===== src/hdl/r2p_pkg.sv =====
// ----------------------------------------------------------------------------
// r2p_pkg
// shared constants, arctangent table and pipeline control type for the
// rectangular to polar converter
// ----------------------------------------------------------------------------
package r2p_pkg;

  localparam int ITERATIONS_DEF = 16;
  localparam int DATA_WIDTH_DEF = 16;
  localparam int FRAC_BITS      = 30;
  localparam int ATAN_ENTRIES   = 24;
  localparam int ANG_W          = 16;
  localparam int Z_W            = 32;

  // round(atan(2^-i) * 2^31 / pi)
  localparam logic [Z_W-1:0] ATAN_TAB [ATAN_ENTRIES] = '{
    32'd536870912, 32'd316933406, 32'd167458907, 32'd85004756,
    32'd42667331,  32'd21354465,  32'd10679838,  32'd5340245,
    32'd2670163,   32'd1335087,   32'd667544,    32'd333772,
    32'd166886,    32'd83443,     32'd41722,     32'd20861,
    32'd10430,     32'd5215,      32'd2608,      32'd1304,
    32'd652,       32'd326,       32'd163,       32'd81
  };

  localparam logic [Z_W-1:0]   Z_PI            = 32'h8000_0000;
  localparam logic [Z_W-1:0]   Z_ROUND         = 32'h0000_8000;
  localparam logic [ANG_W-1:0] ANG_ZERO        = 16'h0000;
  localparam logic [ANG_W-1:0] ANG_HALF_PI     = 16'h4000;
  localparam logic [ANG_W-1:0] ANG_NEG_HALF_PI = 16'hC000;
  localparam logic [ANG_W-1:0] ANG_PI          = 16'h8000;

  typedef struct packed {
    logic             valid;
    logic             special;
    logic [ANG_W-1:0] spec_angle;
  } r2p_ctl_t;

endpackage


===== src/hdl/r2p_round.sv =====
// ----------------------------------------------------------------------------
// r2p_round
// output stage: magnitude rounding, angle rounding and axis overrides
// ----------------------------------------------------------------------------
module r2p_round import r2p_pkg::*; #(
  parameter int DW = DATA_WIDTH_DEF
) (
  input  logic             clk_i,
  input  logic             rst_ni,
  input  r2p_ctl_t         ctl_i,
  input  logic [Z_W-1:0]   z_i,
  input  logic [2*DW-1:0]  rem_i,
  input  logic [DW-1:0]    root_i,
  output logic             done_o,
  output logic [DW-1:0]    magnitude_o,
  output logic [ANG_W-1:0] angle_o
);

  logic             done_q;
  logic [DW-1:0]    mag_d, mag_q;
  logic [ANG_W-1:0] ang_d, ang_q;
  logic [Z_W-1:0]   z_rnd;

  assign mag_d = (rem_i > (2*DW)'(root_i)) ? root_i + DW'(1) : root_i;
  assign z_rnd = z_i + Z_ROUND;
  assign ang_d = ctl_i.special ? ctl_i.spec_angle : z_rnd[Z_W-1 -: ANG_W];

  always_ff @(posedge clk_i or negedge rst_ni) begin
    if (!rst_ni) begin
      done_q <= 1'b0;
    end else begin
      done_q <= ctl_i.valid;
    end
  end

  always_ff @(posedge clk_i) begin
    mag_q <= mag_d;
    ang_q <= ang_d;
  end

  assign done_o      = done_q;
  assign magnitude_o = mag_q;
  assign angle_o     = ang_q;

endmodule


===== config.mk =====
export PLATFORM = sky130hd
export DESIGN_NAME = r2p_round
export DESIGN_NICKNAME = d
export VERILOG_FILES = /design/src/hdl/r2p_pkg.sv /design/src/hdl/r2p_round.sv
export SDC_FILE = /design/constraint.sdc
export NUM_CORES = 1
export LEC_CHECK = 0
export ABC_AREA = 1
export BUFFER_PORTS_ARGS = -buffer_cell sky130_fd_sc_hd__buf_2
export CAP_MARGIN = 20
export CELL_PAD_IN_SITES_DETAIL_PLACEMENT = 1
export CELL_PAD_IN_SITES_GLOBAL_PLACEMENT = 1
export CORE_UTILIZATION = 25
export DETAILED_ROUTE_END_ITERATION = 10
export GPL_ROUTABILITY_DRIVEN = 0
export PLACE_DENSITY_LB_ADDON = 0.1
export SLEW_MARGIN = 10
export SYNTH_ARGS = -nofsm -noshare
export SYNTH_HDL_FRONTEND = slang
export SYNTH_SLANG_ARGS = --single-unit

===== constraint.sdc =====
create_clock -name clk_i -period 1.4 [get_ports clk_i]
set_clock_uncertainty 0.2 [all_clocks]
set_input_delay 0.35 -clock clk_i [delete_from_list [all_inputs] [get_ports clk_i]]
set_output_delay 0.35 -clock clk_i [all_outputs]
set_load 0.02 [all_outputs]

==> key figures <==
Place
  • Post-DP HPWL: 7.04 mm
  • Pre-CTS setup slack: -0.699 ns
  • Placed cell count: 641
  • PortBufs: 117

Clocking
  • CTS tree: built
  • Num CTS Buffers: 5
  • Clock Path Buffers: 2
  • Root Buffer Master: clkbuf_8
  • Clock Sinks: 33
  • Clock transition at the registers of the reported paths: 0.08 ns
  • Htree depth: 2

Route
  • Initial DRC Count: 33
  • Routed wire length per instance: 13.2 um
  • Post-route DRC: 0
  • Overall routed net length: 8.73 mm
  • TritonRoute pass-1 iters: 4
  • DRT antenna net count: 0
  • Vias per cell: 4.41
  • DR vias: 2924

Logic synthesis
  • Yosys cell types: 37
  • Count of flip-flops with a built-in enable after synthesis: 0
  • Synth Cell Area: 0.00242 mm2
  • Synthesized Nets: 461
  • Fraction of registers with async set/reset: 3.03%
  • #FFs+latches synth: 33
  • Cells after Synth: 343
  • Syn Area/Cell: 7.06 um2
  • Ys flop type: dfxtp_1
  • Sequential area share after synthesis: 27.5%
  • YS warnings: 0

Floorplanning
  • # IOs: 133
  • Height of the die: 100 um
  • Initial core utilization: 26.0%
  • Die Area: 0.0101 mm2
  • Die Wd: 100 um
  • Core area: 0.00933 mm2
  • Row count: 35

Status
  • Status: finished, violations left
  • Failing checks: setup timing

STA
  • F_max: 604 MHz
  • Headroom to the max-slew limit: 80.5%
  • Setup TNS Final: -3.53 ns
  • RSZ-0062 raised after global routing: true
  • Least-Margin Pin Slew: 0.290 ns
  • Final setup vio count: 16
  • Max-slew violations: 0
  • Final Worst Setup Slack: -0.255 ns
  • Final Cycle Share: 118%
  • Fin crit period: 1.65 ns
  • Final count of hold timing violations: 0

Critical path
  • Crit-path cells: buf_6 -> inv_4 -> ha_4 -> nand4_1 -> nor2_4 -> nand4_4 -> nand2_8 -> nand3_2 -> nand2_2
  • Crit path DAT: 1.69 ns
  • Crit start category: input port
  • Crit Path Category: in2reg
  • Worst path required time: 1.43 ns
  • Worst path max stage delay: 0.24 ns
  • Worst path slowest cell: ha_4
  • CP endpoint kind: flop
  • Crit Path Max Fanout: 8

Pwr
  • Total power: 2.86 mW
  • Worst vdd ir: 0.413 mV
  • Pleak: 2.15 nW
  • Pwr dens: 666 mW/mm2

Cells and area
  • Final nets: 651
  • Ant diodes: 0
  • Commonest non-fill, non-tap cell in the layout: buf_2
  • Final instance count without filler cells: 663
  • Most frequent cells in the layout: 103 x buf_2, 88 x nand2_1, 69 x buf_4
  • Layout cells sized above 1: 52.8%
  • Synthesis-to-layout area growth: 77.3%

Hold path
  • Hold WC Path Type: in2reg

Global routing
  • First-pass GRT wire length: 13.7 mm
  • Total GRT Usage: 17.5%
  • Largest net degree at the start of global routing: 17
  • Vias in the first global route: 3040
  • Initial antenna violation count: 0
  • Overflow after GRT: 0

Run
  • Max cap viols: 0
[cell usage after synthesis, types with 3 or more instances]
cell,n,area share [%]
nand3_1,34,7.0
nand2_2,3,0.77
nor3_1,9,1.9
nor3_2,3,1.2
a21oi_1,5,1.0
nor2_1,27,4.2
dfxtp_1,32,26
nand2_1,100,15
inv_1,36,5.6
o21ai_0,7,1.4
xnor2_1,6,2.2
nand3_2,12,5.0
ha_1,18,9.3
nand4_1,4,1.0
clkbuf_1,3,0.46
xor2_1,15,5.4
o21ai_1,3,0.62
[worst max-delay path, delay by kind of cell]
family | cells | cell delay [ns]
adder cells (fa/ha/maj) | 1 | 0.24
buffers and inverters | 2 | 0.13
AND/OR/NAND/NOR | 6 | 0.96
[worst paths after layout]
kind / depth (start not counted) / endpoint / startpoint
worst max-delay path: 9 / magnitude_o[14] / root_i[4]
min in group asynchronous: 2 / done_o / rst_ni
worst min-delay path: 3 / angle_o[7] / ctl_i[7]
max in group asynchronous: 2 / done_o / rst_ni
[power breakdown]
group	total, mW	switching, mW	internal (mW)
registers	1.02	0.0148	1.01
clock network	0.799	0.354	0.445
logic	1.04	0.548	0.487
[per-stage QoR]
stage | instance area, um2 | utilization [%] | hold WS, ns
floorplan | 2470 | - | -0.146
global placement | 3620 | 38.8 | -0.0739
detailed placement | 3620 | 38.8 | -0.0745
CTS | 4160 | 44.6 | 0.0565
global route | 4290 | 46.0 | 0.0716
finish | 4290 | 46.0 | 0.0665
[area by class of cell]
cell class / count / area (um2)
Tap cell: 129 / 161
Clock buffer: 7 / 96.3
Multi-Input combinational cell: 266 / 1950
Inverter: 38 / 169
Clock inverter: 1 / 5.00
Fill cell: 1177 / 5030
Sequential cell: 33 / 666
Timing Repair Buffer: 189 / 1250
[layer usage]
| metal | part of all wire [%] | GRT usage, % | vias up |
|---|---|---|---|
| li1 | - | - | 1492 |
| met1 | 41 | 19.6 | 1340 |
| met2 | 54 | 34.5 | 84 |
| met3 | 4.4 | 2.44 | 8 |
| met4 | 1.2 | 3.90 | 0 |
| met5 | 0 | 0 | - |
[what timing repair did]
action / in CTS / in global routing
resized for setup: 73 / 21
pin swaps: 29 / 21
buffers inserted: 6 / 5
endpoints found under the hold margin: 2 / 0
hold buffers: 2 / 0
gates cloned: 1 / 0
endpoints found under the setup margin: 18 / 22
[state kept, by name (all words and copies together), names as in the netlist]
signal	cells
angle_o	16
done_o	1
magnitude_o	16
[cells by family (layout without fill, tap and decap cells)]
kind of cell             after synthesis  count (layout)  share of synthesized area, %
XOR/XNOR                              21              21                          7.59
flip-flops                            33              33                          27.5
buffers and inverters                 45             235                          8.11
adder cells (fa/ha/maj)               18              18                          9.30
AO/OA/AOI/OAI                         20              20                          4.70
AND/OR/NAND/NOR                      206             207                          42.8
Power figures use the tool's default switching activity.
