$ cat config.mk
export PLATFORM = sky130hd
export DESIGN_NAME = r2p_prep
export DESIGN_NICKNAME = d
export VERILOG_FILES = /design/src/hdl/r2p_pkg.sv /design/src/hdl/r2p_prep.sv
export SDC_FILE = /design/constraint.sdc
export NUM_CORES = 1
export LEC_CHECK = 0
export ABC_AREA = 0
export CORE_MARGIN = 4
export CORE_UTILIZATION = 45
export DETAILED_ROUTE_END_ITERATION = 8
export DONT_BUFFER_PORTS = 1
export SYNTH_ARGS = -nofsm -noshare
export SYNTH_HDL_FRONTEND = slang
export SYNTH_SLANG_ARGS = --single-unit
$ cat constraint.sdc
create_clock -name clk_i -period 3.5 [get_ports clk_i]
set_clock_uncertainty 0.1 [all_clocks]
set_input_delay 0.175 -clock clk_i [delete_from_list [all_inputs] [get_ports clk_i]]
set_output_delay 0.175 -clock clk_i [all_outputs]
set_load 0.05 [all_outputs]
$ cat src/hdl/r2p_pkg.sv
// ----------------------------------------------------------------------------
// r2p_pkg
// shared constants, arctangent table and pipeline control type for the
// rectangular to polar converter
// ----------------------------------------------------------------------------
package r2p_pkg;

  localparam int ITERATIONS_DEF = 16;
  localparam int DATA_WIDTH_DEF = 16;
  localparam int FRAC_BITS      = 30;
  localparam int ATAN_ENTRIES   = 24;
  localparam int ANG_W          = 16;
  localparam int Z_W            = 32;

  // round(atan(2^-i) * 2^31 / pi)
  localparam logic [Z_W-1:0] ATAN_TAB [ATAN_ENTRIES] = '{
    32'd536870912, 32'd316933406, 32'd167458907, 32'd85004756,
    32'd42667331,  32'd21354465,  32'd10679838,  32'd5340245,
    32'd2670163,   32'd1335087,   32'd667544,    32'd333772,
    32'd166886,    32'd83443,     32'd41722,     32'd20861,
    32'd10430,     32'd5215,      32'd2608,      32'd1304,
    32'd652,       32'd326,       32'd163,       32'd81
  };

  localparam logic [Z_W-1:0]   Z_PI            = 32'h8000_0000;
  localparam logic [Z_W-1:0]   Z_ROUND         = 32'h0000_8000;
  localparam logic [ANG_W-1:0] ANG_ZERO        = 16'h0000;
  localparam logic [ANG_W-1:0] ANG_HALF_PI     = 16'h4000;
  localparam logic [ANG_W-1:0] ANG_NEG_HALF_PI = 16'hC000;
  localparam logic [ANG_W-1:0] ANG_PI          = 16'h8000;

  typedef struct packed {
    logic             valid;
    logic             special;
    logic [ANG_W-1:0] spec_angle;
  } r2p_ctl_t;

endpackage

$ cat src/hdl/r2p_prep.sv
// ----------------------------------------------------------------------------
// r2p_prep
// entry stages: squares, axis cases and rotation start values, then the sum
// of squares that feeds the square root digits
// ----------------------------------------------------------------------------
module r2p_prep import r2p_pkg::*; #(
  parameter int DW = DATA_WIDTH_DEF,
  parameter int CW = DATA_WIDTH_DEF + FRAC_BITS + 2
) (
  input  logic                 clk_i,
  input  logic                 rst_ni,
  input  logic                 accept_i,
  input  logic signed [DW-1:0] real_part_i,
  input  logic signed [DW-1:0] imag_part_i,
  output r2p_ctl_t             ctl_o,
  output logic signed [CW-1:0] x_o,
  output logic signed [CW-1:0] y_o,
  output logic [Z_W-1:0]       z_o,
  output logic [2*DW-1:0]      rem_o
);

  r2p_ctl_t              ctl1_d, ctl1_q, ctl2_q;
  logic [DW-1:0]         are, aim;
  logic [2*DW-1:0]       sq_re_d, sq_im_d, sq_re_q, sq_im_q, rem_q;
  logic signed [CW-1:0]  xe, ye;
  logic signed [CW-1:0]  x1_d, y1_d, x1_q, y1_q, x2_q, y2_q;
  logic [Z_W-1:0]        z1_d, z1_q, z2_q;
  logic                  re_zero, im_zero, re_neg;

  assign re_zero = (real_part_i == '0);
  assign im_zero = (imag_part_i == '0);
  assign re_neg  = real_part_i[DW-1];

  assign are = imag_part_i[DW-1] ? DW'(-imag_part_i) : DW'(imag_part_i);
  assign aim = re_neg ? DW'(-real_part_i) : DW'(real_part_i);
  assign sq_re_d = (2*DW)'(aim) * (2*DW)'(aim);
  assign sq_im_d = (2*DW)'(are) * (2*DW)'(are);

  assign xe = CW'(real_part_i) <<< FRAC_BITS;
  assign ye = CW'(imag_part_i) <<< FRAC_BITS;

  always_comb begin
    // left half plane: turn by pi before vectoring
    if (re_neg) begin
      x1_d = -xe;
      y1_d = -ye;
      z1_d = Z_PI;
    end else begin
      x1_d = xe;
      y1_d = ye;
      z1_d = '0;
    end
  end

  always_comb begin
    ctl1_d.valid      = accept_i;
    ctl1_d.special    = re_zero | im_zero;
    ctl1_d.spec_angle = ANG_ZERO;
    if (re_zero && !im_zero) begin
      ctl1_d.spec_angle = imag_part_i[DW-1] ? ANG_NEG_HALF_PI : ANG_HALF_PI;
    end else if (im_zero && !re_zero) begin
      ctl1_d.spec_angle = re_neg ? ANG_PI : ANG_ZERO;
    end
  end

  always_ff @(posedge clk_i or negedge rst_ni) begin
    if (!rst_ni) begin
      ctl1_q <= '0;
      ctl2_q <= '0;
    end else begin
      ctl1_q <= ctl1_d;
      ctl2_q <= ctl1_q;
    end
  end

  always_ff @(posedge clk_i) begin
    sq_re_q <= sq_re_d;
    sq_im_q <= sq_im_d;
    x1_q    <= x1_d;
    y1_q    <= y1_d;
    z1_q    <= z1_d;
    rem_q   <= sq_re_q + sq_im_q;
    x2_q    <= x1_q;
    y2_q    <= y1_q;
    z2_q    <= z1_q;
  end

  assign ctl_o = ctl2_q;
  assign x_o   = x2_q;
  assign y_o   = y2_q;
  assign z_o   = z2_q;
  assign rem_o = rem_q;

endmodule

==> results.py <==
metrics = {
    "floorplan": {
        "start_util": 0.459,
        "die_w_um": 226,
        "fp.dieArea_mm2": 0.0513,
        "die_h_um": 226,
        "coreArea_mm2": 0.0469,
        "io-pin-count": 213,
        "fp-row-count": 79,
    },
    "clock_tree": {
        "cts_tree": "yes",
        "clock_latency_ns": 0.46,
        "clockRootBuffer": "clkbuf_16",
        "cts_max_level": 4,
        "clk_pin_slew_ns": 0.07,
        "cts_sinks": 174,
        "clock_path_buffers": 2,
        "cts_buffers": 17,
    },
    "sta": {
        "final.setup.worst_slack_ns": -2.90,
        "setup_viol": 52,
        "fin_crit_sh": 1.83,
        "slew_violations": 0,
        "tns_ns": -114.02,
        "timing.fmax_ghz": 0.156,
        "slew_headroom": 0.594,
        "hold_viol_final": 0,
        "worst_slew_pin_slew_ns": 0.605,
        "fin_crit_ns": 6.40,
        "rsz0062_at_grt": "yes",
    },
    "worst_setup_path": {
        "cp.required_ns": 3.80,
        "arrival_ns": 6.69,
        "critPathKind": "primary input to flop",
        "start_kind": "primary input",
        "crit_fanout": 7,
        "crit_path_end_kind": "flop",
    },
    "synthesis": {
        "netlist_top_cells_count": "inv_1, fa_1, ha_1",
        "netlist_instances": 2353,
        "async_reset_ff_frac": 0.0460,
        "synth_edf_count": 0,
        "synth_area_mm2": 0.0215,
        "synth_ff_type": "dfxtp_1",
        "synth.most_common_cell": "inv_1",
        "ys_warn_count": 0,
        "ys_types": 85,
        "synth_area_leader_cell": "fa_1",
        "syn_avg_cell_area_um2": 9.13,
        "ys_seq_elements": 174,
        "synth_area_leaders": "fa_1, dfxtp_1, ha_1",
        "synth_top_area_share": 0.308,
        "seq_area_frac_synth": 0.164,
    },
    "worst_hold_path": {
        "holdCritPathClass": "primary input to flop",
    },
    "route": {
        "routed_wl_mm": 59.0,
        "drt_pass1_iterations": 5,
        "vias_per_cell": 4.93,
        "drtIter0Drc": 749,
        "antenna_left": 0,
        "vias": 17068,
        "wire_per_inst_um": 17.0,
        "drc": 0,
    },
    "layout": {
        "drive_gt1_frac": 0.310,
        "diodes": 0,
        "nets": 3436,
        "fill_cells": 3839,
        "syn_to_final_growth_pct": 33.8,
    },
    "placed_design": {
        "place_hpwl_mm": 48.4,
        "gp_congestion": 0.908,
        "portBuffers": 0,
    },
    "global_route": {
        "grt_max_degree": 34,
        "global_route.usage.total": 0.234,
        "grt_pass1_vias": 18335,
        "gr-total-overflow": 0,
        "antenna_found_initial": 0,
        "grt_pass1_wl_mm": 95.1,
    },
    "outcome": {
        "violations": "negative setup slack",
        "outcome": "finished, violations left",
    },
    "job": {
        "drv_cap": 0,
    },
}
==> final cells by class <==
cell class | instances | area, um2 | share of cell area
Clock buffer | 17 | 425 | 0.0148
Clock inverter | 15 | 166 | 0.00579
Tap cell | 607 | 759 | 0.0264
Sequential cell | 174 | 3520 | 0.123
Timing Repair Buffer | 521 | 4430 | 0.154
Multi-Input combinational cell | 1613 | 17500 | 0.608
Inverter | 514 | 1970 | 0.0686
==> flip-flops by register name, indices dropped and copies added (netlist names), 4 cells and up <==
name and flops:
ctl1_q 4, ctl_o 4, rem_o 32, sq_im_q 31, sq_re_q 31, x1_q 17, x_o 18, y1_q 17
y_o 18
==> final timing paths <==
| path | slack, ns | endpoint | startpoint | cells past startpoint |
|---|---|---|---|---|
| hold reg to reg | 0.23 | x_o[34] | x1_q[34] | 0 |
| min in group asynchronous | 0.51 | ctl_o[14] | rst_ni | 2 |
| setup / recovery | -2.90 | sq_im_q[30] | imag_part_i[7] | 25 |
| hold / removal | 0.03 | x1_q[39] | real_part_i[9] | 3 |
| setup reg to reg | 0.59 | rem_o[31] | sq_im_q[5] | 8 |
| max in group asynchronous | 2.53 | ctl1_q[15] | rst_ni | 2 |
==> cells in the final DEF (no fill, tap or decap), drive strengths merged, types with 7 or more instances in the layout <==
cell           n
clkbuf        18
o21bai        10
and2          25
a21oi         86
buf          473
nand2        218
fa           331
nor3          28
xnor2         83
nand3         20
conb         107
dfrtp          8
nor2b          8
dfxtp        166
and3          10
clkinv        10
xor2          54
o21ai         54
nand4         14
a211oi        12
a21o          44
dlygate4sd3   45
or3           12
o211ai         7
o31ai         15
inv          514
nor2         154
o21a          14
ha           229
nand2b        11
==> per-layer routing <==
layer / GRT usage / up-vias / part of all wire
met1: 0.305 / 8427 / 0.43
met4: 0.0619 / 0 / 0.026
met2: 0.405 / 455 / 0.50
met3: 0.0388 / 96 / 0.049
met5: 0 / - / 0
li1: - / 8090 / -
==> through the flow <==
stage	std cells	util	cell area [um2]	setup slack [ns]	hold WS, ns
2_1_floorplan	2459	-	22800	-3.31	-0.221
3_3_place_gp	3306	0.544	25500	-3.34	-0.220
3_5_place_dp	3306	0.544	25500	-3.45	-0.220
4_1_cts	3437	0.596	27900	-2.85	0.00303
5_1_grt	3461	0.614	28700	-3.12	0.0232
6_report	3461	0.614	28700	-2.90	0.0328
==> timing repair <==
action                                  CTS  global route
pin swaps                               170           136
buffers inserted                         60            36
endpoints found under the setup margin   52            52
hold buffers                             45             2
hold endpoints to repair                 41             2
gates resized for setup                 212           159
gates cloned                              0             0
==> cell families after synthesis <==
logic type / count (synthesis) / share of synthesized area
AND/OR/NAND/NOR: 516 / 0.107
adder cells (fa/ha/maj): 560 / 0.442
other: 1 / 0.000175
flip-flops: 174 / 0.164
multiplexers: 3 / 0.00157
buffers and inverters: 672 / 0.137
XOR/XNOR: 137 / 0.0604
AO/OA/AOI/OAI: 290 / 0.0880
==> worst max-delay path: stages <==
cell	delay (ns)
or3_4	0.39
or3_4	0.35
or3_4	0.40
nand2_4	0.10
xor2_4	0.20
inv_4	0.10
buf_6	0.13
nand2_4	0.06
fa_1	0.44
fa_1	0.56
inv_1	0.06
fa_2	0.53
fa_1	0.43
fa_1	0.52
inv_1	0.05
fa_1	0.49
inv_2	0.05
ha_4	0.16
a21oi_4	0.16
o21ai_2	0.08
or3_1	0.35
o21a_1	0.21
o31a_1	0.33
a221oi_2	0.24
xnor2_1	0.14
Power is left out: the tool's default activity adds up to more than one toggle a clock period on the data nets, which glitch-free logic cannot reach.
