### src/hdl/r2p_pkg.sv
// ----------------------------------------------------------------------------
// r2p_pkg
// shared constants, arctangent table and pipeline control type for the
// rectangular to polar converter
// ----------------------------------------------------------------------------
package r2p_pkg;

  localparam int ITERATIONS_DEF = 16;
  localparam int DATA_WIDTH_DEF = 16;
  localparam int FRAC_BITS      = 30;
  localparam int ATAN_ENTRIES   = 24;
  localparam int ANG_W          = 16;
  localparam int Z_W            = 32;

  // round(atan(2^-i) * 2^31 / pi)
  localparam logic [Z_W-1:0] ATAN_TAB [ATAN_ENTRIES] = '{
    32'd536870912, 32'd316933406, 32'd167458907, 32'd85004756,
    32'd42667331,  32'd21354465,  32'd10679838,  32'd5340245,
    32'd2670163,   32'd1335087,   32'd667544,    32'd333772,
    32'd166886,    32'd83443,     32'd41722,     32'd20861,
    32'd10430,     32'd5215,      32'd2608,      32'd1304,
    32'd652,       32'd326,       32'd163,       32'd81
  };

  localparam logic [Z_W-1:0]   Z_PI            = 32'h8000_0000;
  localparam logic [Z_W-1:0]   Z_ROUND         = 32'h0000_8000;
  localparam logic [ANG_W-1:0] ANG_ZERO        = 16'h0000;
  localparam logic [ANG_W-1:0] ANG_HALF_PI     = 16'h4000;
  localparam logic [ANG_W-1:0] ANG_NEG_HALF_PI = 16'hC000;
  localparam logic [ANG_W-1:0] ANG_PI          = 16'h8000;

  typedef struct packed {
    logic             valid;
    logic             special;
    logic [ANG_W-1:0] spec_angle;
  } r2p_ctl_t;

endpackage

### src/hdl/r2p_cell.sv
// ----------------------------------------------------------------------------
// r2p_cell
// one pipeline cell: one vectoring rotation and one square root digit,
// each present only where its stage index falls inside its range
// ----------------------------------------------------------------------------
module r2p_cell import r2p_pkg::*; #(
  parameter int DW    = DATA_WIDTH_DEF,
  parameter int CW    = DATA_WIDTH_DEF + FRAC_BITS + 2,
  parameter int NROT  = ITERATIONS_DEF,
  parameter int STAGE = 0
) (
  input  logic                 clk_i,
  input  logic                 rst_ni,
  input  r2p_ctl_t             ctl_i,
  input  logic signed [CW-1:0] x_i,
  input  logic signed [CW-1:0] y_i,
  input  logic [Z_W-1:0]       z_i,
  input  logic [2*DW-1:0]      rem_i,
  input  logic [DW-1:0]        root_i,
  output r2p_ctl_t             ctl_o,
  output logic signed [CW-1:0] x_o,
  output logic signed [CW-1:0] y_o,
  output logic [Z_W-1:0]       z_o,
  output logic [2*DW-1:0]      rem_o,
  output logic [DW-1:0]        root_o
);

  localparam int RW = 2 * DW + 1;

  r2p_ctl_t             ctl_q;
  logic signed [CW-1:0] x_d, y_d, x_q, y_q;
  logic [Z_W-1:0]       z_d, z_q;
  logic [2*DW-1:0]      rem_d, rem_q;
  logic [DW-1:0]        root_d, root_q;

  if (STAGE < NROT) begin : g_rot
    logic signed [CW-1:0] dx, dy;
    assign dx = y_i >>> STAGE;
    assign dy = x_i >>> STAGE;
    always_comb begin
      if (!y_i[CW-1]) begin
        x_d = x_i + dx;
        y_d = y_i - dy;
        z_d = z_i + ATAN_TAB[STAGE];
      end else begin
        x_d = x_i - dx;
        y_d = y_i + dy;
        z_d = z_i - ATAN_TAB[STAGE];
      end
    end
  end else begin : g_rot_pass
    assign x_d = x_i;
    assign y_d = y_i;
    assign z_d = z_i;
  end

  if (STAGE < DW) begin : g_sqrt
    localparam int B = DW - 1 - STAGE;
    logic [RW-1:0] trial, rem_ext;
    logic          fits;
    // (root + 2^B)^2 - root^2
    assign trial   = (RW'(root_i) << (B + 1)) | (RW'(1) << (2 * B));
    assign rem_ext = RW'(rem_i);
    assign fits    = (rem_ext >= trial);
    assign rem_d   = fits ? (2*DW)'(rem_ext - trial) : rem_i;
    assign root_d  = fits ? (root_i | (DW'(1) << B)) : root_i;
  end else begin : g_sqrt_pass
    assign rem_d  = rem_i;
    assign root_d = root_i;
  end

  always_ff @(posedge clk_i or negedge rst_ni) begin
    if (!rst_ni) begin
      ctl_q <= '0;
    end else begin
      ctl_q <= ctl_i;
    end
  end

  always_ff @(posedge clk_i) begin
    x_q    <= x_d;
    y_q    <= y_d;
    z_q    <= z_d;
    rem_q  <= rem_d;
    root_q <= root_d;
  end

  assign ctl_o  = ctl_q;
  assign x_o    = x_q;
  assign y_o    = y_q;
  assign z_o    = z_q;
  assign rem_o  = rem_q;
  assign root_o = root_q;

endmodule

### config.mk
export PLATFORM = sky130hd
export DESIGN_NAME = r2p_cell
export DESIGN_NICKNAME = d
export VERILOG_FILES = /design/src/hdl/r2p_pkg.sv /design/src/hdl/r2p_cell.sv
export SDC_FILE = /design/constraint.sdc
export NUM_CORES = 1
export LEC_CHECK = 0
export ABC_AREA = 0
export BUFFER_PORTS_ARGS = -buffer_cell sky130_fd_sc_hd__buf_2
export CAP_MARGIN = 20
export CORE_MARGIN = 1.5
export CORE_UTILIZATION = 54
export DETAILED_ROUTE_END_ITERATION = 7
export GPL_TIMING_DRIVEN = 0
export PLACE_DENSITY = 0.79
export SETUP_SLACK_MARGIN = 0.2
export SYNTH_ARGS = -nofsm -noshare
export SYNTH_HDL_FRONTEND = slang
export SYNTH_SLANG_ARGS = --single-unit
### constraint.sdc
create_clock -name clk_i -period 0.8 [get_ports clk_i]
set_input_delay 0.12 -clock clk_i [delete_from_list [all_inputs] [get_ports clk_i]]
set_output_delay 0.12 -clock clk_i [all_outputs]
set_load 0.01 [all_outputs]
==> run_results.csv, run 1 <==
group,metric,value,unit
floorplan,rows,58,
logic_synthesis,synth_area_per_cell,8.00,um2
placed_design,hpwl,44800,um
clock_tree,numCtsBuffers,17,
clock_tree,cts-root-buf,"clkbuf_16",
clock_tree,cts_buffer_depth,2,
grt,track_usage,0.879,
run_status,outcome,"aborted with a tool error",
floorplan,initial_core_util,0.549,
logic_synthesis,yosysSeqAreaShare,0.287,
logic_synthesis,synth_seq_cells,193,
grt,grt_max_degree,25,
logic_synthesis,yosysWarnings,0,
run_status,error,"[ERROR GRT-0232] Routing congestion too high. Check the congestion heatmap in the GUI.",
timing,worst_endpoint_kind,"register input",
grt,globalRouteOverflowTotal,448,
floorplan,die_w,163,um
clock_tree,clock-sinks,193,
logic_synthesis,mappedNetlistArea,13800,um2
logic_synthesis,synth-async-reset-ratio,0.0933,
placed_design,port_buffers,389,
logic_synthesis,syn_nets,2080,
placed_design,gp_congestion,1.01,
logic_synthesis,synth_ff_type,"dfxtp_1",
clock_tree,h-tree-depth,4,
logic_synthesis,synthDistinctLibCells,74,
floorplan,io_pins,390,
floorplan,die_y,163,um
logic_synthesis,synth_enable_flop_cells,0,
timing,postGrtWorstEndpoint,"y_o[46]$_DFF_P_/D",
logic_synthesis,syn-instance-count,1723,
run_status,failed_stage,"5_1_grt",
-- cell usage after synthesis, drive strengths merged (15+ instances only) --
library cell  count  area [um2]
o21a             15         113
nor2b            19         119
nor2            153         574
nand2b           19         119
a31oi            18         113
nand4            19         119
xnor2            93         815
clkbuf           51         191
nor3             22         110
ha              156        1950
dfxtp           175        3500
o21ai           116         584
inv             167         627
nand3            19        95.1
a21oi           203        1020
a211oi           22         165
a21o             49         368
nand2            95         357
buf              21         100
dfrtp            18         450
o21bai           44         330
mux2i            17         170
nor4             17         121
o211ai           16         120
-- through the flow --
stage	hold WS (ps)	area (um2)	setup WS (ps)	std cells
4_1_cts	-218	21100	-1890	2650
3_5_place_dp	54.4	17400	-2710	2442
3_3_place_gp	46.0	17400	-2720	2442
2_1_floorplan	-176	15000	-1770	1723
-- per-layer routing --
metal  GRT overflow  global-route usage
met5              2               0.422
met1             18               0.856
met4            150               0.931
met3             18               0.760
met2            260                1.02
-- timing repair --
item                       4_1_cts
gates resized for setup        379
cloned                           1
pin swaps                      132
hold endpoints to repair       116
setup endpoints to repair      307
setup buffers                   93
hold buffers                    82
-- cells by family after synthesis --
kind of cell	share of synthesized area
AO/OA/AOI/OAI	0.262
XOR/XNOR	0.0654
adder cells (fa/ha/maj)	0.149
buffers and inverters	0.0677
flip-flops	0.287
multiplexers	0.0230
AND/OR/NAND/NOR	0.146
==> run 2: changes to the inputs <==
- CORE_UTILIZATION: 54 -> 40
- PLACE_DENSITY: 0.79 -> not set
- PLACE_DENSITY_LB_ADDON: not set -> 0.15
- SETUP_SLACK_MARGIN: 0.2 -> not set
==> run 2 against run 1 <==
Net effect:
- the flow now finishes, with violations (setup timing)
- synthesized area stayed put
- synthesized cell count stayed put
==> run_results.csv, run 2 <==
group,metric,value,unit
power,p_switching,14400,uW
grt,antenna_found_initial,7,
detailed_routing,via_count,15800,
run_status,violations,"setup timing",
finish,drive_above_1_share,0.428,
logic_synthesis,synth_top_family_by_area,"compound AO/OA/AOI/OAI gates",
logic_synthesis,synth_compound_area_frac,0.262,
setup_path,path_class,"in2reg",
power,clockPowerShare,0.237,
detailed_routing,drc,0,
detailed_routing,dr.pass1.iters,6,
clock_tree,cts_buffer_depth,2,
placed_design,hpwl,44900,um
clock_tree,clock-sinks,193,
timing,finalMaxSlewViolations,0,
grt,grt_first_pass_wirelength,89900,um
run,cap_violations,0,
power,combPwrFrac,0.449,
logic_synthesis,muxShareOfSynthArea,0.0230,
logic_synthesis,syn-instance-count,1723,
logic_synthesis,synthAdderAreaFrac,0.149,
clock_tree,numCtsBuffers,17,
logic_synthesis,yosysMostFrequentCell,"a21oi_1",
floorplan,die_y,189,um
detailed_routing,drt_iter0_markers,1096,
timing,setup_violations,307,
logic_synthesis,mappedNetlistArea,13800,um2
setup_path,crit_slowest_cell,"a2111oi_0",
floorplan,die_w,189,um
finish,largest_reg_flops,48,
power,power_frac_seq,0.314,
grt,globalRouteOverflowTotal,0,
placed_design,post_dp_cell_area,17500,um2
power,leakage,0.0100,uW
logic_synthesis,synth_seq_cells,193,
detailed_routing,avgViaCountPerCell,5.64,
timing,layout_setup_ws,-2070,ps
floorplan,core-area,33700,um2
timing,fin_crit,2870,ps
floorplan,rows,67,
logic_synthesis,yosys.area_share.simple,0.146,
timing,hold_violations,0,
setup_path,cp-start-kind,"input pin",
finish,final_common_cell,"buf_2",
logic_synthesis,synth_xor_area_frac,0.0654,
placed_design,port_buffers,389,
run_status,outcome,"finished with violations",
grt,track_usage,0.329,
finish,layout.nets,2691,
detailed_routing,routed_wl,62000,um
setup_path,worstPathRequired,1190,ps
power,p_int,23200,uW
floorplan,initial_core_util,0.409,
placed_design,gp_congestion,0.974,
logic_synthesis,yosysTopAreaCell,"dfxtp_1",
logic_synthesis,syn_nets,2080,
worst_hold_path,hp-class,"in2reg",
setup_path,endpoint_kind,"flip-flop",
setup_path,path_max_fanout,3,
clock_tree,cts.reportedPaths.clkPinSlew,80,ps
power,switching_share,0.384,
timing,finalCritPeriodShare,3.58,
logic_synthesis,yosysSeqAreaShare,0.287,
grt,grt_max_degree,22,
floorplan,dieArea,35600,um2
setup_path,endpoint,"x_o[44]$_DFF_P_",
setup_path,worstPathArrival,3260,ps
logic_synthesis,synth_ff_type,"dfxtp_1",
logic_synthesis,synth_enable_flop_cells,0,
setup_path,cp-startpoint,"y_i[0]",
setup_path,cp_slowest_stage_delay,550,ps
clock_tree,cts-root-buf,"clkbuf_16",
logic_synthesis,synth_area_per_cell,8.00,um2
grt,grt_pass1_vias,15600,
timing,max_slew_margin,0.214,
detailed_routing,wl_per_cell,22.1,um
floorplan,io_pins,390,
logic_synthesis,netlist_top_cells_area,"dfxtp_1 (25%), ha_1 (14%), a21oi_1 (7.4%)",
logic_synthesis,synth-async-reset-ratio,0.0933,
power,p_per_area,1690,nW/um2
logic_synthesis,yosysWarnings,0,
timing,maxClockFrequency,0.349,GHz
setup_path,path_cells,"buf_12 > ha_4 > fa_2 > nor2b_4 > o211ai_1 > a211o_1 > nand3b_1 > nand4_1 > a211oi_4 > o211ai_1 > a2111oi_0 > a211o_1 > xnor2_1",
logic_synthesis,yosys-top-cells-count,"a21oi_1 (203), dfxtp_1 (175), inv_1 (166)",
clock_tree,h-tree-depth,4,
logic_synthesis,synthDistinctLibCells,74,
finish,fin_area,22300,um2
finish,syn_to_final_growth,61.5,%
clock_tree,cts_tree,"done",
power,ir_drop,1.68,mV
detailed_routing,ant_nets,0,
timing,rsz0062_at_grt,"yes",
logic_synthesis,netlist.area_leader.share,0.254,
finish,layout_common_cells,"buf_2 (298), a21oi_1 (145), buf_6 (142), inv_1 (141), nor2_1 (135)",
timing,tns,-198080,ps
timing,tightest_slew,1180,ps
-- run 2: kinds of logic (layout without fill, tap and decap cells) --
kind of cell,Yosys count,after routing
AO/OA/AOI/OAI,574,574
AND/OR/NAND/NOR,419,419
buffers and inverters,243,867
flip-flops,193,193
adder cells (fa/ha/maj),161,161
XOR/XNOR,103,103
multiplexers,30,30
other,0,7
-- run 2: area by class of cell --
type | instances | area (um2)
Fill cell | 2785 | 11400
Multi-Input combinational cell | 1287 | 11200
Timing Repair Buffer | 596 | 4570
Sequential cell | 193 | 4050
Inverter | 171 | 747
Tap cell | 448 | 561
Buffer | 68 | 544
Clock buffer | 17 | 425
Clock inverter | 15 | 189
Antenna cell | 7 | 17.5
-- run 2: power by group through the flow --
stage / registers (uW) / logic [uW] / clock network, uW
2_1_floorplan: 12500 / 7120 / 0
5_1_grt: 11900 / 17800 / 9420
6_report: 11800 / 16900 / 8900
4_1_cts: 11700 / 15200 / 9060
3_3_place_gp: 11700 / 12800 / 0
3_5_place_dp: 11700 / 12800 / 0
-- run 2: metal layers --
| metal | share of wire | vias to the layer above | GRT usage |
|---|---|---|---|
| met5 | 0.00023 | - | 0 |
| met4 | 0.045 | 2 | 0.143 |
| met3 | 0.078 | 173 | 0.0667 |
| met2 | 0.48 | 820 | 0.547 |
| met1 | 0.40 | 7556 | 0.411 |
| li1 | - | 7249 | - |
-- run 2: worst min path at each step --
stage,startpoint,to,cells past startpoint
finish,x_i[1],x_o[1]$_DFF_P_,4
CTS,y_i[0],x_o[0]$_DFF_P_,5
global route,x_i[1],x_o[1]$_DFF_P_,4
floorplan,rst_ni,ctl_o[0]$_DFF_PN0_,0
global placement,rst_ni,ctl_o[3]$_DFF_PN0_,1
detailed placement,rst_ni,ctl_o[7]$_DFF_PN0_,1
-- run 2: timing repair --
item	CTS	global route
setup endpoints to repair	306	307
endpoints found under the hold margin	117	0
hold buffers	100	0
resized for setup	339	218
setup buffers	70	48
pin swaps	125	103
-- run 2: per-stage QoR --
stage | hold slack (ps) | power [uW] | instances | setup WS (ps) | util
floorplan | -176 | 19700 | 1723 | -1770 | -
global placement | 54.2 | 24500 | 2560 | -2820 | 0.520
detailed placement | 49.2 | 24500 | 2560 | -2810 | 0.520
CTS | 47.6 | 35900 | 2759 | -1900 | 0.625
global route | 98.0 | 39100 | 2799 | -2110 | 0.661
finish | 76.9 | 37600 | 2802 | -2070 | 0.661
-- run 2: critical path, delay by kind of cell --
kind,cells,cell delay [ps]
AOI/OAI and AO/OA,6,1970
and+or+nand+nor,3,590
adders and majority gates,2,370
xor gates and xnor gates,1,130
buffers and inverters,1,80
Note: power is estimated with default switching activity, not from simulation.
==> run 3: changes to the inputs <==
==> constraint.sdc (replaced) <==
create_clock -name clk_i -period 0.8 [get_ports clk_i]
set_input_delay 0.08 -clock clk_i [delete_from_list [all_inputs] [get_ports clk_i]]
set_output_delay 0.08 -clock clk_i [all_outputs]
set_load 0.01 [all_outputs]
==> run 3 against run 2 <==
Net effect:
- the flow still finishes with violations (setup timing)
- die area stayed put
- sequential power hardly changed
- core utilization hardly changed
- worst hold slack worse by 35 ps
- global-route usage is 0.098 points lower
==> run_results.csv, run 3 (synthesis gave the netlist of run 2 again) <==
group,metric,value,unit
placed_design,port_buffers,389,
setup_path,cp_slowest_stage_delay,430,ps
timing,tns,-197030,ps
placed_design,dp.cells,2560,
timing,rsz0062_at_grt,"yes",
detailed_routing,routed_wl,61800,um
floorplan,rows,67,
placed_design,gp_congestion,0.974,
setup_path,path_max_fanout,3,
placed_design,place_ws,-2770,ps
timing,finalCritPeriodShare,3.54,
setup_path,worstPathArrival,3180,ps
timing,fin_crit,2830,ps
floorplan,core-area,33700,um2
power,power_frac_seq,0.314,
detailed_routing,via_count,15600,
setup_path,worstPathRequired,1160,ps
power,switching_share,0.384,
finish,layoutNonFillerInstCount,2800,
power,ir_drop,1.68,mV
clock_tree,numCtsBuffers,17,
floorplan,initial_core_util,0.409,
detailed_routing,avgViaCountPerCell,5.58,
finish,fillers,2793,
detailed_routing,dr.pass1.iters,6,
detailed_routing,drc,0,
power,p_per_area,1690,nW/um2
clock_tree,cts_buffer_depth,2,
grt,grt_max_degree,22,
detailed_routing,wl_met1,24800,um
power,combPwrFrac,0.449,
setup_path,crit_top_cell,"o211ai_1",
timing,maxClockFrequency,0.354,GHz
power,p_int,23200,uW
finish,drive_above_1_share,0.427,
setup_path,path_cells,"buf_12 > ha_4 > fa_2 > nor2b_4 > o211ai_1 > a211o_1 > nand3b_1 > nand4_1 > a211oi_4 > o211ai_1 > buf_4 > a211oi_4 > o211ai_1 > nor2b_1",
detailed_routing,top_layer,"met5",
finish,layout.nets,2688,
detailed_routing,dr_wl_met3,4870,um
clock_tree,h-tree-depth,4,
finish,final_common_cell,"buf_2",
timing,max_slew_margin,0.216,
finish,seqCellArea,4050,um2
detailed_routing,dr_wl_met2,29500,um
power,clockPowerShare,0.237,
grt,grt_pass1_vias,15500,
grt,track_usage,0.328,
timing,layout_setup_ws,-2030,ps
setup_path,endpoint_kind,"flip-flop",
grt,grt_first_pass_wirelength,89500,um
setup_path,path_class,"in2reg",
grt,globalRouteOverflowTotal,0,
placed_design,hpwl,44900,um
setup_path,crit_slowest_cell,"a211oi_4",
clock_tree,clock-sinks,193,
finish,layout_common_cells,"buf_2 (301), a21oi_1 (144), inv_1 (141), buf_6 (140), nor2_1 (133)",
detailed_routing,wl_per_cell,22.1,um
grt,antenna_found_initial,7,
worst_hold_path,hp-class,"in2reg",
run,cap_violations,0,
timing,setup_violations,306,
clock_tree,cts_tree,"done",
finish,syn_to_final_growth,61.4,%
floorplan,die_y,189,um
timing,finalMaxSlewViolations,0,
run_status,outcome,"finished with violations",
floorplan,dieArea,35600,um2
power,leakage,0.0100,uW
timing,hold_violations,0,
power,total_power,37600,uW
floorplan,die_w,189,um
setup_path,cp-start-kind,"input pin",
floorplan,io_pins,390,
run_status,violations,"setup timing",
timing,tightest_slew,1180,ps
detailed_routing,drt_iter0_markers,1212,
finish,multi_input_area,11200,um2
detailed_routing,ant_nets,0,
timing,whs,41.8,ps
finish,largest_reg_flops,48,
clock_tree,cts.reportedPaths.clkPinSlew,80,ps
clock_tree,cts-root-buf,"clkbuf_16",
power,p_switching,14500,uW
run 3: layer usage:
| layer | global-route usage | up-vias |
|---|---|---|
| li1 | - | 7232 |
| met1 | 0.410 | 7455 |
| met2 | 0.545 | 785 |
| met3 | 0.0657 | 160 |
| met4 | 0.143 | 2 |
| met5 | 0 | - |
run 3: layout make-up:
class	count	share of cell area
multi-input combinational	1287	0.503
tap	448	0.0252
timing repair buffer	593	0.203
buffer	68	0.0245
clock buffer	17	0.0191
antenna	8	0.000900
sequential	193	0.182
inverter	171	0.0336
clock inverter	15	0.00849
run 3: worst max-delay path, delay by kind of cell:
family          cells  cell delay (ps)
simple gates        4              740
compound gates      6             1630
buf+inv             2              360
fa+ha+maj           2              370
run 3: final timing paths:
kind                       startpoint             endpoint  cells after the start
max in group asynchronous      rst_ni  ctl_o[12]$_DFF_PN0_                      2
min in group asynchronous      rst_ni   ctl_o[7]$_DFF_PN0_                      2
hold / removal              root_i[1]    rem_o[17]$_DFF_P_                      3
setup / recovery               y_i[0]      y_o[40]$_DFF_P_                     14
run 3: stage by stage:
step	cell area [um2]	util
floorplan	15000	-
global route	22200	0.660
finish	22300	0.660
CTS	21000	0.624
detailed placement	17500	0.520
global placement	17500	0.520
run 3: power groups by stage:
stage / registers (uW) / clock network [uW] / logic, uW
3_3_place_gp: 11700 / 0 / 12800
5_1_grt: 11900 / 9420 / 17800
6_report: 11800 / 8920 / 16900
2_1_floorplan: 12500 / 0 / 7120
4_1_cts: 11700 / 9060 / 15200
3_5_place_dp: 11700 / 0 / 12800
run 3: what timing repair did:
action | 4_1_cts | 5_1_grt
setup endpoints to repair | 304 | 307
pin swaps | 124 | 104
gates resized for setup | 338 | 219
endpoints found under the hold margin | 117 | 2
hold buffers | 97 | 2
setup buffers | 70 | 46
